### src/rtl/assert_macros.svh
// Assertion helpers for the files that check their own logic.
// Both forms sample on the rising edge of aclk and are off while aresetn is low.
`ifndef ASSERT_MACROS_SVH
`define ASSERT_MACROS_SVH

// A property that must hold at every sampled edge.
`define KMG_ASSERT(lbl, prop) \
    lbl: assert property (@(posedge aclk) disable iff (!aresetn) (prop)) \
        else $error("key matrix block: assertion failed");

// A condition at one edge that must be followed by another at the next edge.
`define KMG_ASSERT_NEXT(lbl, cond, nxt) \
    lbl: assert property (@(posedge aclk) disable iff (!aresetn) (cond) |=> (nxt)) \
        else $error("key matrix block: assertion failed");

`endif

### src/rtl/kmgbd_pkg.sv
package kmgbd_pkg;

    // Matrix size in rows and columns, 2 to 8.
    localparam int MATRIX_DIM  = 8;
    localparam int ROW_STRIDE  = 8;
    localparam int MATRIX_KEYS = 64;
    localparam int KEY_COUNT   = MATRIX_KEYS + 1;
    localparam int KEY_W       = $clog2(KEY_COUNT);
    localparam int ROW_W       = $clog2(MATRIX_DIM);
    localparam int CNT_W       = 8;

    localparam logic [KEY_W-1:0] EXTRA_KEY    = KEY_W'(MATRIX_KEYS);
    localparam logic [ROW_W-1:0] LAST_ROW     = ROW_W'(MATRIX_DIM - 2);
    localparam logic [CNT_W-1:0] COUNT_MAX    = {CNT_W{1'b1}};
    localparam logic [CNT_W-1:0] THRESH_RESET = CNT_W'(10);

    localparam int Q_DEPTH = 2;
    localparam int Q_PTR_W = $clog2(Q_DEPTH);
    localparam int Q_LVL_W = $clog2(Q_DEPTH + 1);

    // One cleaned-up scan: 1 means pressed.
    typedef struct packed {
        logic [MATRIX_KEYS-1:0] keys;
        logic                   extra;
    } scan_t;

    typedef struct packed {
        logic               full;
        logic               empty;
        logic [Q_LVL_W-1:0] level;
    } fifo_status_t;

    function automatic logic [5:0] key_idx(input int col, input int row);
        return 6'(col * ROW_STRIDE + row);
    endfunction

    function automatic logic [MATRIX_KEYS-1:0] scanned_mask();
        logic [MATRIX_KEYS-1:0] m;
        m = '0;
        for (int c = 0; c < MATRIX_DIM; c++) begin
            for (int r = 0; r < MATRIX_DIM; r++) begin
                m[key_idx(c, r)] = 1'b1;
            end
        end
        return m;
    endfunction

endpackage

### src/rtl/kmgbd_front.sv
// Takes a scan, inverts it and walks the ghost check one row pair per cycle.
module kmgbd_front (
    input  logic             aclk,
    input  logic             aresetn,
    input  logic             s_valid,
    output logic             s_ready,
    input  logic [63:0]      s_matrix_levels,
    input  logic             s_restore_level,
    output logic             q_valid,
    input  logic             q_ready,
    output kmgbd_pkg::scan_t q_data
);

    localparam logic [1:0] F_IDLE  = 2'd0;
    localparam logic [1:0] F_GHOST = 2'd1;
    localparam logic [1:0] F_PUSH  = 2'd2;

    logic [1:0] state_reg, state_next;
    logic [kmgbd_pkg::ROW_W-1:0] row_reg, row_next;
    logic [kmgbd_pkg::MATRIX_KEYS-1:0] raw_reg, raw_next;
    logic extra_reg, extra_next;

    logic [kmgbd_pkg::MATRIX_DIM-1:0] both;
    logic multi;
    logic [kmgbd_pkg::MATRIX_KEYS-1:0] cleared;

    // Columns with both rows of the current pair pressed; two or more block the pair.
    always_comb begin
        both = '0;
        for (int c = 0; c < kmgbd_pkg::MATRIX_DIM; c++) begin
            both[c] = raw_reg[kmgbd_pkg::key_idx(c, int'(row_reg))]
                    & raw_reg[kmgbd_pkg::key_idx(c, int'(row_reg) + 1)];
        end
        multi   = |(both & (both - 1'b1));
        cleared = raw_reg;
        if (multi) begin
            for (int c = 0; c < kmgbd_pkg::MATRIX_DIM; c++) begin
                cleared[kmgbd_pkg::key_idx(c, int'(row_reg))]     = 1'b0;
                cleared[kmgbd_pkg::key_idx(c, int'(row_reg) + 1)] = 1'b0;
            end
        end
    end

    always_comb begin
        state_next = state_reg;
        row_next   = row_reg;
        raw_next   = raw_reg;
        extra_next = extra_reg;
        unique case (state_reg)
            F_IDLE: begin
                if (s_valid) begin
                    raw_next   = ~s_matrix_levels & kmgbd_pkg::scanned_mask();
                    extra_next = ~s_restore_level;
                    row_next   = '0;
                    state_next = F_GHOST;
                end
            end
            F_GHOST: begin
                raw_next = cleared;
                if (row_reg == kmgbd_pkg::LAST_ROW) begin
                    state_next = F_PUSH;
                end else begin
                    row_next = row_reg + 1'b1;
                end
            end
            F_PUSH: begin
                if (q_ready) begin
                    state_next = F_IDLE;
                end
            end
            default: begin
                state_next = F_IDLE;
            end
        endcase
    end

    always_ff @(posedge aclk) begin
        if (!aresetn) begin
            state_reg <= F_IDLE;
        end else begin
            state_reg <= state_next;
        end
        row_reg   <= row_next;
        raw_reg   <= raw_next;
        extra_reg <= extra_next;
    end

    assign s_ready      = (state_reg == F_IDLE);
    assign q_valid      = (state_reg == F_PUSH);
    assign q_data.keys  = raw_reg;
    assign q_data.extra = extra_reg;

endmodule

### src/rtl/kmgbd_fifo.sv
// Short queue of cleaned scans between the ghost walker and the debouncer.
module kmgbd_fifo (
    input  logic                    aclk,
    input  logic                    aresetn,
    input  logic                    in_valid,
    output logic                    in_ready,
    input  kmgbd_pkg::scan_t        in_data,
    output logic                    out_valid,
    input  logic                    out_ready,
    output kmgbd_pkg::scan_t        out_data,
    output kmgbd_pkg::fifo_status_t status
);

    kmgbd_pkg::scan_t entry_reg [kmgbd_pkg::Q_DEPTH];
    logic [kmgbd_pkg::Q_PTR_W-1:0] wr_ptr_reg, rd_ptr_reg;
    logic [kmgbd_pkg::Q_LVL_W-1:0] level_reg, level_next;
    logic push, pop;

    assign status.full  = (level_reg == kmgbd_pkg::Q_LVL_W'(kmgbd_pkg::Q_DEPTH));
    assign status.empty = (level_reg == '0);
    assign status.level = level_reg;

    assign in_ready  = !status.full;
    assign out_valid = !status.empty;
    assign out_data  = entry_reg[rd_ptr_reg];
    assign push      = in_valid && in_ready;
    assign pop       = out_valid && out_ready;

    always_comb begin
        level_next = level_reg;
        if (push && !pop) begin
            level_next = level_reg + 1'b1;
        end else if (pop && !push) begin
            level_next = level_reg - 1'b1;
        end
    end

    always_ff @(posedge aclk) begin
        if (!aresetn) begin
            wr_ptr_reg <= '0;
            rd_ptr_reg <= '0;
            level_reg  <= '0;
        end else begin
            if (push) begin
                wr_ptr_reg <= wr_ptr_reg + 1'b1;
            end
            if (pop) begin
                rd_ptr_reg <= rd_ptr_reg + 1'b1;
            end
            level_reg <= level_next;
        end
        if (push) begin
            entry_reg[wr_ptr_reg] <= in_data;
        end
    end

endmodule

### src/rtl/kmgbd_back.sv
// Runs the counter debounce over all keys, one key per cycle, through a
// count memory with a registered read.
module kmgbd_back (
    input  logic                            aclk,
    input  logic                            aresetn,
    input  logic [kmgbd_pkg::CNT_W-1:0]     threshold,
    input  logic                            q_valid,
    output logic                            q_ready,
    input  kmgbd_pkg::scan_t                q_data,
    output logic                            m_valid,
    input  logic                            m_ready,
    output logic [63:0]                     m_pressed_keys,
    output logic                            m_extra_pressed
);

    localparam logic [1:0] B_IDLE = 2'd0;
    localparam logic [1:0] B_RUN  = 2'd1;
    localparam logic [1:0] B_FIN  = 2'd2;

    logic [1:0] state_reg, state_next;
    kmgbd_pkg::scan_t scan_reg;
    logic [kmgbd_pkg::KEY_W-1:0] key_reg;

    logic [kmgbd_pkg::CNT_W-1:0] count_mem [kmgbd_pkg::KEY_COUNT];
    logic [kmgbd_pkg::CNT_W-1:0] rd_data_reg;
    logic [kmgbd_pkg::KEY_COUNT-1:0] cnt_valid_reg;
    logic [kmgbd_pkg::KEY_COUNT-1:0] held_reg;

    logic b_valid_reg;
    logic [kmgbd_pkg::KEY_W-1:0] b_key_reg;
    logic b_raw_reg;

    logic issue;
    logic a_raw;
    logic [kmgbd_pkg::CNT_W-1:0] cnt_cur, cnt_next;
    logic held_cur, held_next;

    logic m_valid_reg;
    logic [63:0] pressed_reg;
    logic extra_reg;

    assign q_ready = (state_reg == B_IDLE) && !m_valid_reg;
    assign issue   = (state_reg == B_RUN);
    assign a_raw   = (key_reg == kmgbd_pkg::EXTRA_KEY) ? scan_reg.extra
                                                       : scan_reg.keys[key_reg[5:0]];

    always_comb begin
        state_next = state_reg;
        unique case (state_reg)
            B_IDLE: begin
                if (q_valid && q_ready) begin
                    state_next = B_RUN;
                end
            end
            B_RUN: begin
                if (key_reg == kmgbd_pkg::EXTRA_KEY) begin
                    state_next = B_FIN;
                end
            end
            B_FIN: begin
                state_next = B_IDLE;
            end
            default: begin
                state_next = B_IDLE;
            end
        endcase
    end

    // Debounce of the key in the second stage.
    always_comb begin
        cnt_cur   = cnt_valid_reg[b_key_reg] ? rd_data_reg : '0;
        held_cur  = held_reg[b_key_reg];
        held_next = held_cur;
        cnt_next  = '0;
        if (b_raw_reg != held_cur) begin
            if (cnt_cur > threshold) begin
                held_next = b_raw_reg;
            end else if (cnt_cur < kmgbd_pkg::COUNT_MAX) begin
                cnt_next = cnt_cur + 1'b1;
            end else begin
                cnt_next = cnt_cur;
            end
        end
    end

    always_ff @(posedge aclk) begin
        rd_data_reg <= count_mem[key_reg];
        if (b_valid_reg) begin
            count_mem[b_key_reg] <= cnt_next;
        end
    end

    always_ff @(posedge aclk) begin
        if (!aresetn) begin
            state_reg     <= B_IDLE;
            b_valid_reg   <= 1'b0;
            cnt_valid_reg <= '0;
            held_reg      <= '0;
            m_valid_reg   <= 1'b0;
        end else begin
            state_reg   <= state_next;
            b_valid_reg <= issue;
            if (b_valid_reg) begin
                cnt_valid_reg[b_key_reg] <= 1'b1;
                held_reg[b_key_reg]      <= held_next;
            end
            if (state_reg == B_FIN) begin
                m_valid_reg <= 1'b1;
            end else if (m_ready) begin
                m_valid_reg <= 1'b0;
            end
        end
        if (q_valid && q_ready) begin
            scan_reg <= q_data;
            key_reg  <= '0;
        end else if (issue && key_reg != kmgbd_pkg::EXTRA_KEY) begin
            key_reg <= key_reg + 1'b1;
        end
        b_key_reg <= key_reg;
        b_raw_reg <= a_raw;
        if (state_reg == B_FIN) begin
            pressed_reg <= held_reg[kmgbd_pkg::MATRIX_KEYS-1:0];
            extra_reg   <= held_next;
        end
    end

    assign m_valid         = m_valid_reg;
    assign m_pressed_keys  = pressed_reg;
    assign m_extra_pressed = extra_reg;

endmodule

### src/rtl/key_matrix_ghost_block_debounce_top.sv
// Channel   Direction  Ports                                     Item
// s_        in         s_valid s_ready s_matrix_levels,          one raw matrix scan
//                      s_restore_level
// m_        out        m_valid m_ready m_pressed_keys,           debounced key states
//                      m_extra_pressed
// cfg_      in         cfg_wr_en cfg_wr_data                     debounce threshold
//
// The front walks the ghost check one row pair per cycle and then hands the cleaned scan
// to a two-entry queue. The back accepts a scan, runs the debounce over all 65 keys,
// finishes the last key and hands over the result; it accepts the next scan only once
// that result has been taken, and this walk, not the front, limits the flow of scans.
// Reset (aresetn low, synchronous) releases all keys, clears all counts through per-key
// valid bits and sets the threshold to 10. A stalled result holds the back; the front
// keeps taking scans until the queue fills.
`include "assert_macros.svh"

module key_matrix_ghost_block_debounce_top (
    input  logic        aclk,
    input  logic        aresetn,
    input  logic        s_valid,
    output logic        s_ready,
    input  logic [63:0] s_matrix_levels,
    input  logic        s_restore_level,
    output logic        m_valid,
    input  logic        m_ready,
    output logic [63:0] m_pressed_keys,
    output logic        m_extra_pressed,
    input  logic        cfg_wr_en,
    input  logic [7:0]  cfg_wr_data
);

    // The threshold is to be rewritten only while the block is idle, so the back may read it
    // directly; this binds the user, and the block itself leaves it unenforced.
    logic [kmgbd_pkg::CNT_W-1:0] threshold_reg;

    logic fq_valid, fq_ready;
    kmgbd_pkg::scan_t fq_data;
    logic qb_valid, qb_ready;
    kmgbd_pkg::scan_t qb_data;
    kmgbd_pkg::fifo_status_t q_status;

    always_ff @(posedge aclk) begin
        if (!aresetn) begin
            threshold_reg <= kmgbd_pkg::THRESH_RESET;
        end else if (cfg_wr_en) begin
            threshold_reg <= cfg_wr_data;
        end
    end

    // Front: inversion, scan mask and ghost blocking.
    kmgbd_front u_front (
        .aclk            (aclk),
        .aresetn         (aresetn),
        .s_valid         (s_valid),
        .s_ready         (s_ready),
        .s_matrix_levels (s_matrix_levels),
        .s_restore_level (s_restore_level),
        .q_valid         (fq_valid),
        .q_ready         (fq_ready),
        .q_data          (fq_data)
    );

    // Queue that lets the front and back stall on their own.
    kmgbd_fifo u_fifo (
        .aclk      (aclk),
        .aresetn   (aresetn),
        .in_valid  (fq_valid),
        .in_ready  (fq_ready),
        .in_data   (fq_data),
        .out_valid (qb_valid),
        .out_ready (qb_ready),
        .out_data  (qb_data),
        .status    (q_status)
    );

    // Back: per-key counter debounce and the result register.
    kmgbd_back u_back (
        .aclk            (aclk),
        .aresetn         (aresetn),
        .threshold       (threshold_reg),
        .q_valid         (qb_valid),
        .q_ready         (qb_ready),
        .q_data          (qb_data),
        .m_valid         (m_valid),
        .m_ready         (m_ready),
        .m_pressed_keys  (m_pressed_keys),
        .m_extra_pressed (m_extra_pressed)
    );

    // The queue never holds more scans than it has entries.
    `KMG_ASSERT(a_queue_level, q_status.level <= kmgbd_pkg::Q_LVL_W'(kmgbd_pkg::Q_DEPTH))
    // Once the front takes a scan it is busy on the ghost walk in the next cycle.
    `KMG_ASSERT_NEXT(a_front_busy, s_valid && s_ready, !s_ready)
    // The back starts a scan only while no result is waiting.
    `KMG_ASSERT(a_pop_slot_free, !(qb_valid && qb_ready && m_valid))

endmodule
### config.mk
export PLATFORM = sky130hd
export DESIGN_NAME = key_matrix_ghost_block_debounce_top
export DESIGN_NICKNAME = d
export VERILOG_FILES = /design/src/rtl/kmgbd_pkg.sv /design/src/rtl/kmgbd_front.sv /design/src/rtl/kmgbd_fifo.sv /design/src/rtl/kmgbd_back.sv /design/src/rtl/key_matrix_ghost_block_debounce_top.sv
export VERILOG_INCLUDE_DIRS = /design/src /design/src/rtl
export SDC_FILE = /design/constraint.sdc
export NUM_CORES = 1
export LEC_CHECK = 0
export BUFFER_PORTS_ARGS = -buffer_cell sky130_fd_sc_hd__buf_4
export CAP_MARGIN = 20
export CORE_ASPECT_RATIO = 0.75
export CORE_MARGIN = 2
export CORE_UTILIZATION = 50
export CTS_BUF_LIST = sky130_fd_sc_hd__clkbuf_8
export DETAILED_ROUTE_END_ITERATION = 8
export PLACE_DENSITY = 0.66
export SETUP_SLACK_MARGIN = 0.5
export SLEW_MARGIN = 20
export SYNTH_ARGS = -nofsm -noshare
export SYNTH_HDL_FRONTEND = slang
export SYNTH_SLANG_ARGS = --single-unit
### constraint.sdc
create_clock -name aclk -period 20.8 [get_ports aclk]
set_clock_uncertainty 0.2 [all_clocks]
set_input_delay 1.04 -clock aclk [delete_from_list [all_inputs] [get_ports aclk]]
set_output_delay 1.04 -clock aclk [all_outputs]
set_load 0.01 [all_outputs]
**Word level (Yosys, flattened, before mapping)**

Memory sizes are Yosys's and may differ from the RTL's. A register that Yosys moved wholly into a read port is not among the register bits.
Index checks and enable logic that the tools add are counted.

- Register bits: 296
- Logic and storage cells: 281
- Memory bits (writable): 650
- Memories kept: 2
- Output and inout bits: 67

Memories:

| memory | depth | width | rd ports | clocked after memory_dff | wr ports | line | text |
|---|---|---|---|---|---|---|---|
| u_back.count_mem | 65 | 8 | 1 | 1 | 1 | kmgbd_back.sv:24 | `logic [kmgbd_pkg::CNT_W-1:0] count_mem [kmgbd_pkg::KEY_COUNT];` |
| u_fifo.entry_reg | 2 | 65 | 1 | 1 | 1 | kmgbd_fifo.sv:14 | `kmgbd_pkg::scan_t entry_reg [kmgbd_pkg::Q_DEPTH];` |

- Reduce and logical (&&, ||, !) cells: 40
- Muxes and demuxes: 101
- Add/sub/neg operators: 23
- Eq/ne operators: 16
- Magnitude comparators: 37
- Bitwise logic cells: 44

Operators by type and width:

| operator | number |
|---|---|
| $and 64x64->64 | 16 |
| $not 64->64 | 16 |
| $mux 64 | 2 |
| $pmux 64 s2 | 1 |
| $lt 6x7->1 const B | 16 |
| $bmux 1 s6 | 16 |
| $demux 1 s6 | 15 |
| $ge 6x1->1 const B | 15 |
| $bwmux 65 | 1 |
| $or 65x65->65 | 1 |
| $not 8->64 | 1 |
| $mux 1 | 45 |
| $mux 8 | 4 |
| $add 6x3->6 const A | 4 |
| $add 6x6->6 const A | 4 |
| $logic_and 1x1->1 | 23 |
| $bmux 1 s7 | 2 |
| $mux 2 | 7 |
| $add 5x3->6 const A | 2 |
| $add 5x6->6 const A | 2 |
| $ne 2x2->1 const B | 5 |
| $reduce_and 3->1 | 3 |
| $add 8x1->8 const B | 1 |
| $and 1x1->1 | 8 |
| 36 further kinds | 51 |

**Longest topological paths before layout**

- Word-level depth: 23
- Mapped depth: 21
- Gate-level depth less buffers: 15

**Modules after synthesis**

A second synthesis with hierarchy kept.

- Cells, all modules: 2464
- Area total of the unflattened synthesis: 41203.3 um^2

By module, submodules not included:

| module | area an instance (um^2) | times used | seq. area each (um^2) | cells an instance |
|---|---|---|---|---|
| kmgbd_back | 31186.2 | 1 | 22661.7 | 1725 |
| kmgbd_fifo | 4926.0 | 1 | 4003.8 | 228 |
| kmgbd_front | 4794.6 | 1 | 2082.0 | 486 |
| key_matrix_ghost_block_debounce_top | 296.5 | 1 | 160.2 | 25 |

**Worst setup path before layout**

OpenSTA, ideal clock, no wires.

- Path type: reg2reg
- Start: register u_front.row_reg[0] (netlist name)
- End: register u_front.raw_reg[0] (netlist name), enable pin
- Stages on the path, launching flop included: 14
- Data arrival time: 7733 ps
- Path buffers: 3
- Required time: 20018 ps
- Path slack: 12286 ps
- Cell sequence: edfxtp_1 > buf_2 > inv_1 > clkbuf_1 > ha_1 > buf_2 > nor2_1 > a221o_1 > a22oi_1 > a221oi_1 > o21ai_0 > maj3_1 > o2bb2ai_1 > a211oi_1

- Longest elaborated chain between the ends: 10
- Elaborated cells on any way between the ends: 60
- Those cells by class: add/sub: 16; eq/ne: 1; mux: 32; bitwise: 9; reduce/logical: 2

RTL lines:

| item | line | text |
|---|---|---|
| start, declared | kmgbd_front.sv:19 | `logic [kmgbd_pkg::ROW_W-1:0] row_reg, row_next;` |
| start signal, assigned | kmgbd_front.sv:83 | `row_reg <= row_next;` |
| $add 3x1->4 | kmgbd_front.sv:32 | `& raw_reg[kmgbd_pkg::key_idx(c, int'(row_reg) + 1)];` |
| $add 5x6->6 (tied with other cells) | kmgbd_pkg.sv:34 | `return 6'(col * ROW_STRIDE + row);` |
| $bmux 1 s6 | kmgbd_front.sv:32 |  |
| $mux 1 (implied by the code) | kmgbd_front.sv:32 |  |
| $and 1x1->1 | kmgbd_front.sv:32 |  |
| $sub 8x1->8 | kmgbd_front.sv:34 | `multi = \|(both & (both - 1'b1));` |
| $and 8x8->8 * | kmgbd_front.sv:34 |  |
| $reduce_or 8->1 * | kmgbd_front.sv:34 |  |
| $ne 2x1->1 (no line) * | - |  |
| $reduce_and 3->1 (no line) * | - |  |
| end signal, assigned | kmgbd_front.sv:84 | `raw_reg <= raw_next;` |
| end, declared | kmgbd_front.sv:20 | `logic [kmgbd_pkg::MATRIX_KEYS-1:0] raw_reg, raw_next;` |

Every way passes the cells marked *; elsewhere a longest branch is shown, timed or not. The select of a mux whose other input is x is not followed.
A chain may end at the register's enable or synchronous reset.

**Worst setup path after layout**

- Start: register u_back.b_key_reg[0] (netlist name)
- End: memory u_back.count_mem[29][1] (netlist name) (data pin)

- Longest elaborated chain between the ends: 7
- Elaborated cells on any way between the ends: 12
- Those cells by class: add/sub: 1; order compare: 2; eq/ne: 1; mux: 8

RTL lines:

| item | line | text |
|---|---|---|
| start, declared | kmgbd_back.sv:30 | `logic [kmgbd_pkg::KEY_W-1:0] b_key_reg;` |
| start signal, assigned | kmgbd_back.sv:119 | `b_key_reg <= key_reg;` |
| $bmux 1 s7 | kmgbd_back.sv:71 | `cnt_cur = cnt_valid_reg[b_key_reg] ? rd_data_reg : '0;` |
| $mux 1 (implied by the code) | kmgbd_back.sv:71 |  |
| $mux 8 | kmgbd_back.sv:71 |  |
| $add 8x1->8 / $lt 8x8->1 (equally long branches) | kmgbd_back.sv:79, kmgbd_back.sv:78 |  |
| $mux 8 | kmgbd_back.sv:78 | `end else if (cnt_cur < kmgbd_pkg::COUNT_MAX) begin` |
| $mux 8 | kmgbd_back.sv:76 | `if (cnt_cur > threshold) begin` |
| $mux 8 * | kmgbd_back.sv:75 | `if (b_raw_reg != held_cur) begin` |
| named net u_back.cnt_next (one bit) | kmgbd_back.sv:35 | `logic [kmgbd_pkg::CNT_W-1:0] cnt_cur, cnt_next;` |
| end, declared | kmgbd_back.sv:24 |  |

Mark *: on every way through the listed nets, which the timed path passes. The rest lies on a longest branch. The select of a mux whose other input is x is not followed.

==> tab_implementation.tex <==
\begin{tabular}{lr}
\hline
Metric & Value \\
\hline
\multicolumn{2}{l}{\textbf{Logic synthesis}} \\
Leading area contributor after synthesis & sky130\_fd\_sc\_hd\_\_edfxtp\_1 \\
Share of flip-flops with an asynchronous set or reset & 0\% \\
Proportion of netlist area held by the largest area contributor & 62.0\% \\
Synthesized netlist cell count & 2452 \\
Register area share after synthesis & 70.3\% \\
Most common cell in the netlist & sky130\_fd\_sc\_hd\_\_edfxtp\_1 \\
Synth Flop Type & sky130\_fd\_sc\_hd\_\_edfxtp\_1 \\
YS warnings & 0 \\
Top cell types by occurrence after synthesis & sky130\_fd\_sc\_hd\_\_edfxtp\_1 (848), sky130\_fd\_sc\_hd\_\_mux4\_2 (204), sky130\_fd\_sc\_hd\_\_dfxtp\_1 (171), sky130\_fd\_sc\_hd\_\_nand2\_1 (162), sky130\_fd\_sc\_hd\_\_o21ai\_0 (130) \\
Cell types occupying the most area after synthesis & sky130\_fd\_sc\_hd\_\_edfxtp\_1 (62\%), sky130\_fd\_sc\_hd\_\_mux4\_2 (11\%), sky130\_fd\_sc\_hd\_\_dfxtp\_1 (8.3\%), sky130\_fd\_sc\_hd\_\_mux2\_2 (2.5\%), sky130\_fd\_sc\_hd\_\_o21ai\_0 (1.6\%) \\
Synthesized area divided by synthesized cell count & 16.8 µm² \\
Total of flip-flops plus latches after synthesis & 1019 \\
Post-synth cell types & 74 \\
EDFF count, synth & 848 \\
Syn Std Cell Area & 41100 µm² \\
Post-Syn Nets & 2547 \\
\multicolumn{2}{l}{\textbf{Drt}} \\
Detailed Routing Iterations Pass 1 & 5 \\
Post-route DRC violation count & 0 \\
Vias per cell & 6.24 \\
Post-detailed-route count of antenna-violating nets & 0 \\
Average routed wire per standard cell & 28.9 µm \\
Initial drt markers & 3320 \\
Routed vias & 24200 \\
Length of routed wiring on met1 & 50000 µm \\
Highest metal layer with signal wires & met5 \\
Met3 WL post-DR & 12600 µm \\
Total routed wirelength & 112000 µm \\
WL met2 & 46900 µm \\
\multicolumn{2}{l}{\textbf{Timing}} \\
Fmax & 141 MHz \\
Setup TNS & 0 ns \\
RSZ-0062 raised after global routing & false \\
Worst max-slew margin expressed relative to the limit & 25.6\% \\
Worst Max-Slew Pin Slew & 1.11 ns \\
Max Transition Viols Final & 0 \\
Endpoints failing setup & 0 \\
Setup WS post-layout & 13.71 ns \\
Portion of the clock cycle consumed by the worst path in the final layout & 34.1\% \\
Hold WS & 0.220 ns \\
Shortest clock period the worst path allows after layout & 7.09 ns \\
Hold violation total from the final report & 0 \\
\multicolumn{2}{l}{\textbf{Floorplan}} \\
Die width & 335 µm \\
Number of rows created at floorplan & 90 \\
Ports & 145 \\
Overall die area & 84500 µm² \\
Standard cell core area & 80900 µm² \\
Die height & 252 µm \\
Initial Util & 50.8\% \\
\multicolumn{2}{l}{\textbf{Clock tree}} \\
H-tree Lvls & 4 \\
Post-CTS resize count & 0 \\
Clock insertion delay at the later pin of the skew report & 0.83 ns \\
Number of hold buffers added after cts & 0 \\
CTS Root Buffer Type & sky130\_fd\_sc\_hd\_\_clkbuf\_8 \\
Clock transition at path regs & 0.07 ns \\
Clock buffer count from CTS & 153 \\
CTS tree & done \\
Clk buf depth & 3 \\
Clk sinks & 1019 \\
Post-CTS Repair Setup Buffers & 0 \\
\multicolumn{2}{l}{\textbf{Setup path}} \\
CP max FO & 41 \\
Stages on worst setup path & 15 \\
WP data arrival & 7.48 ns \\
Total buffers and inverters traversed by the critical path & 1 \\
Capturing element of the worst setup path & u\_back.count\_mem[29][1]\$\_DFFE\_PP\_ \\
Worst setup path category & register to register \\
Flop-to-flop setup slack & 13.71 ns \\
Endpoint of the worst register-to-register path & u\_back.count\_mem[29][1]\$\_DFFE\_PP\_ \\
Worst stage delay on the critical path & 1.03 ns \\
Kind of end point of the critical path & register \\
Beginning of the worst register-to-register path & u\_back.b\_key\_reg[0]\$\_DFF\_P\_ \\
Slowest cell on the critical path & sky130\_fd\_sc\_hd\_\_dfxtp\_2 \\
Library cell appearing most often on the critical path & sky130\_fd\_sc\_hd\_\_mux4\_2 \\
CP startpoint kind & register \\
Crit-path leading delay family & compound AO/OA/AOI/OAI gates \\
Ordered list of cells on the worst path & mux4\_2 > mux4\_2 > mux2i\_1 > nor3\_1 > a221oi\_4 > nor2b\_1 > ha\_1 > a21o\_1 > a21oi\_1 > a21boi\_0 > o31ai\_1 > nand2\_1 > mux2\_4 > a21oi\_4 > buf\_4 \\
Origin of the worst setup path & u\_back.b\_key\_reg[0]\$\_DFF\_P\_ \\
Worst r2r path cells & 15 \\
Data required time at the worst endpoint & 21.19 ns \\
\multicolumn{2}{l}{\textbf{Power and ir drop}} \\
Leak pwr & 15.0 nW \\
Sequential share of power & 49.5\% \\
Net switching power & 1.57 mW \\
Internal power & 3.63 mW \\
Max IR drop VDD & 0.0703 mV \\
Switching Fraction & 30.2\% \\
Cell Pwr Density & 112 nW/µm² \\
Power share of the combinational group & 21.3\% \\
Clock network fraction of total power & 29.2\% \\
\multicolumn{2}{l}{\textbf{Final layout}} \\
Share of post-route cells with drive strength above 1 & 27.2\% \\
Fill cell count & 6233 \\
Net total in the final layout & 2785 \\
Layout overhead on the synthesized area & 13.3\% \\
Sequential Area & 28900 µm² \\
Multi-input gate area & 11500 µm² \\
Largest register FFs & 520 \\
\multicolumn{2}{l}{\textbf{GRT}} \\
First-pass GRT wire length & 162000 µm \\
Via count of the first global-routing pass & 23600 \\
Total congestion overflow & 0 \\
Number of antenna violations at the first check in global routing & 5 \\
Maximum number of pins on one net before global-route repair & 78 \\
Overall global routing resource usage & 26.7\% \\
\multicolumn{2}{l}{\textbf{Job}} \\
Max-cap violations & 0 \\
\multicolumn{2}{l}{\textbf{Place}} \\
Half-perimeter wire length after placement & 73500 µm \\
Gpl congestion & 0.965 \\
Number of port buffers & 144 \\
Worst slack at placement & 13.78 ns \\
\multicolumn{2}{l}{\textbf{Worst hold path}} \\
Worst min-delay path category & register to register \\
\multicolumn{2}{l}{\textbf{Outcome}} \\
Run status & complete, no violations \\
\hline
\end{tabular}
==> final cells by class <==
type	count	share of cell area, %
diodes	1	0.00538
clock buffers	169	5.00
clock inverters	113	1.13
inverters	27	0.218
multi-input cells	1253	24.8
flip-flops and latches	1019	62.1
well taps	1058	2.85
repair buffers	236	3.85
==> cell usage in the layout, fill, tap and decap left out, types with 53 or more instances in the layout <==
| master | instances |
|---|---|
| sky130_fd_sc_hd__dfxtp_1 | 164 |
| sky130_fd_sc_hd__mux4_2 | 204 |
| sky130_fd_sc_hd__clkbuf_8 | 169 |
| sky130_fd_sc_hd__o21ai_0 | 130 |
| sky130_fd_sc_hd__edfxtp_1 | 848 |
| sky130_fd_sc_hd__nor2_1 | 101 |
| sky130_fd_sc_hd__a21oi_1 | 53 |
| sky130_fd_sc_hd__inv_1 | 79 |
| sky130_fd_sc_hd__nand2_1 | 162 |
| sky130_fd_sc_hd__o21a_1 | 73 |
| sky130_fd_sc_hd__buf_4 | 235 |
| sky130_fd_sc_hd__mux2_2 | 93 |
==> worst register-to-register path: stages (launching register included) <==
cell and delay, ns:
sky130_fd_sc_hd__dfxtp_2 1.03, sky130_fd_sc_hd__mux4_2 0.65, sky130_fd_sc_hd__mux4_2 0.48, sky130_fd_sc_hd__mux2i_1 0.28, sky130_fd_sc_hd__nor3_1 0.15, sky130_fd_sc_hd__a221oi_4 0.71
sky130_fd_sc_hd__nor2b_1 0.15, sky130_fd_sc_hd__ha_1 0.33, sky130_fd_sc_hd__a21o_1 0.19, sky130_fd_sc_hd__a21oi_1 0.14, sky130_fd_sc_hd__a21boi_0 0.11, sky130_fd_sc_hd__o31ai_1 0.70
sky130_fd_sc_hd__nand2_1 0.12, sky130_fd_sc_hd__mux2_4 0.39, sky130_fd_sc_hd__a21oi_4 0.73, sky130_fd_sc_hd__buf_4 0.46
==> per-layer routing <==
layer | up-vias | track usage [%]
li1 | 10200 | -
met1 | 12500 | 41.2
met2 | 1260 | 36.6
met3 | 172 | 8.23
met4 | 2 | 7.52
met5 | - | 0
==> worst min-delay path by stage <==
stage / start / endpoint / slack (ns) / cells past startpoint
3_5_place_dp: u_back.held_reg[38]$_SDFFE_PN0P_ / u_back.m_pressed_keys[38]$_DFFE_PP_ / 0.23 / 0
5_1_grt: u_back.held_reg[38]$_SDFFE_PN0P_ / u_back.m_pressed_keys[38]$_DFFE_PP_ / 0.24 / 0
3_3_place_gp: u_back.held_reg[46]$_SDFFE_PN0P_ / u_back.m_pressed_keys[46]$_DFFE_PP_ / 0.24 / 0
4_1_cts: cfg_wr_data[1] / threshold_reg[1]$_SDFFE_PN1P_ / 0.22 / 3
2_1_floorplan: u_back.key_reg[3]$_SDFFE_PP0P_ / u_back.b_key_reg[3]$_DFF_P_ / 0.13 / 0
6_report: u_back.held_reg[38]$_SDFFE_PN0P_ / u_back.m_pressed_keys[38]$_DFFE_PP_ / 0.22 / 0
==> stage by stage <==
| step | cells | util, % | power (mW) | area [µm²] |
|---|---|---|---|---|
| 6_report | 3876 | 57.5 | 5.20 | 46500 |
| 5_1_grt | 3876 | 57.5 | 5.41 | 46500 |
| 4_1_cts | 3874 | 57.5 | 5.21 | 46500 |
| 3_5_place_dp | 3592 | 54.0 | 3.70 | 43600 |
| 3_3_place_gp | 3592 | 54.0 | 3.67 | 43600 |
| 2_1_floorplan | 2452 | - | 3.31 | 41100 |
==> logic make-up (layout without fill, tap and decap cells) <==
family          after synthesis  count (layout)  share of synthesized area (%)
compound gates              443             443                           7.18
xor+xnor                     12              12                          0.256
fa+ha+maj                    18              18                          0.542
buf+inv                     180             545                           1.89
flops                      1019            1019                           70.3
mux                         337             337                           14.7
other cells                   0               1                              0
simple gates                443             443                           5.08
==> power groups by stage <==
stage / registers, mW / logic (mW) / clock network [mW]
after detailed placement: 2.62 / 1.09 / 0
after global routing: 2.59 / 1.18 / 1.64
after global placement: 2.61 / 1.07 / 0
after CTS: 2.57 / 1.09 / 1.55
after floorplan: 2.50 / 0.811 / 0
final: 2.58 / 1.11 / 1.52
No activity file was read; power rests on OpenSTA's default activity.
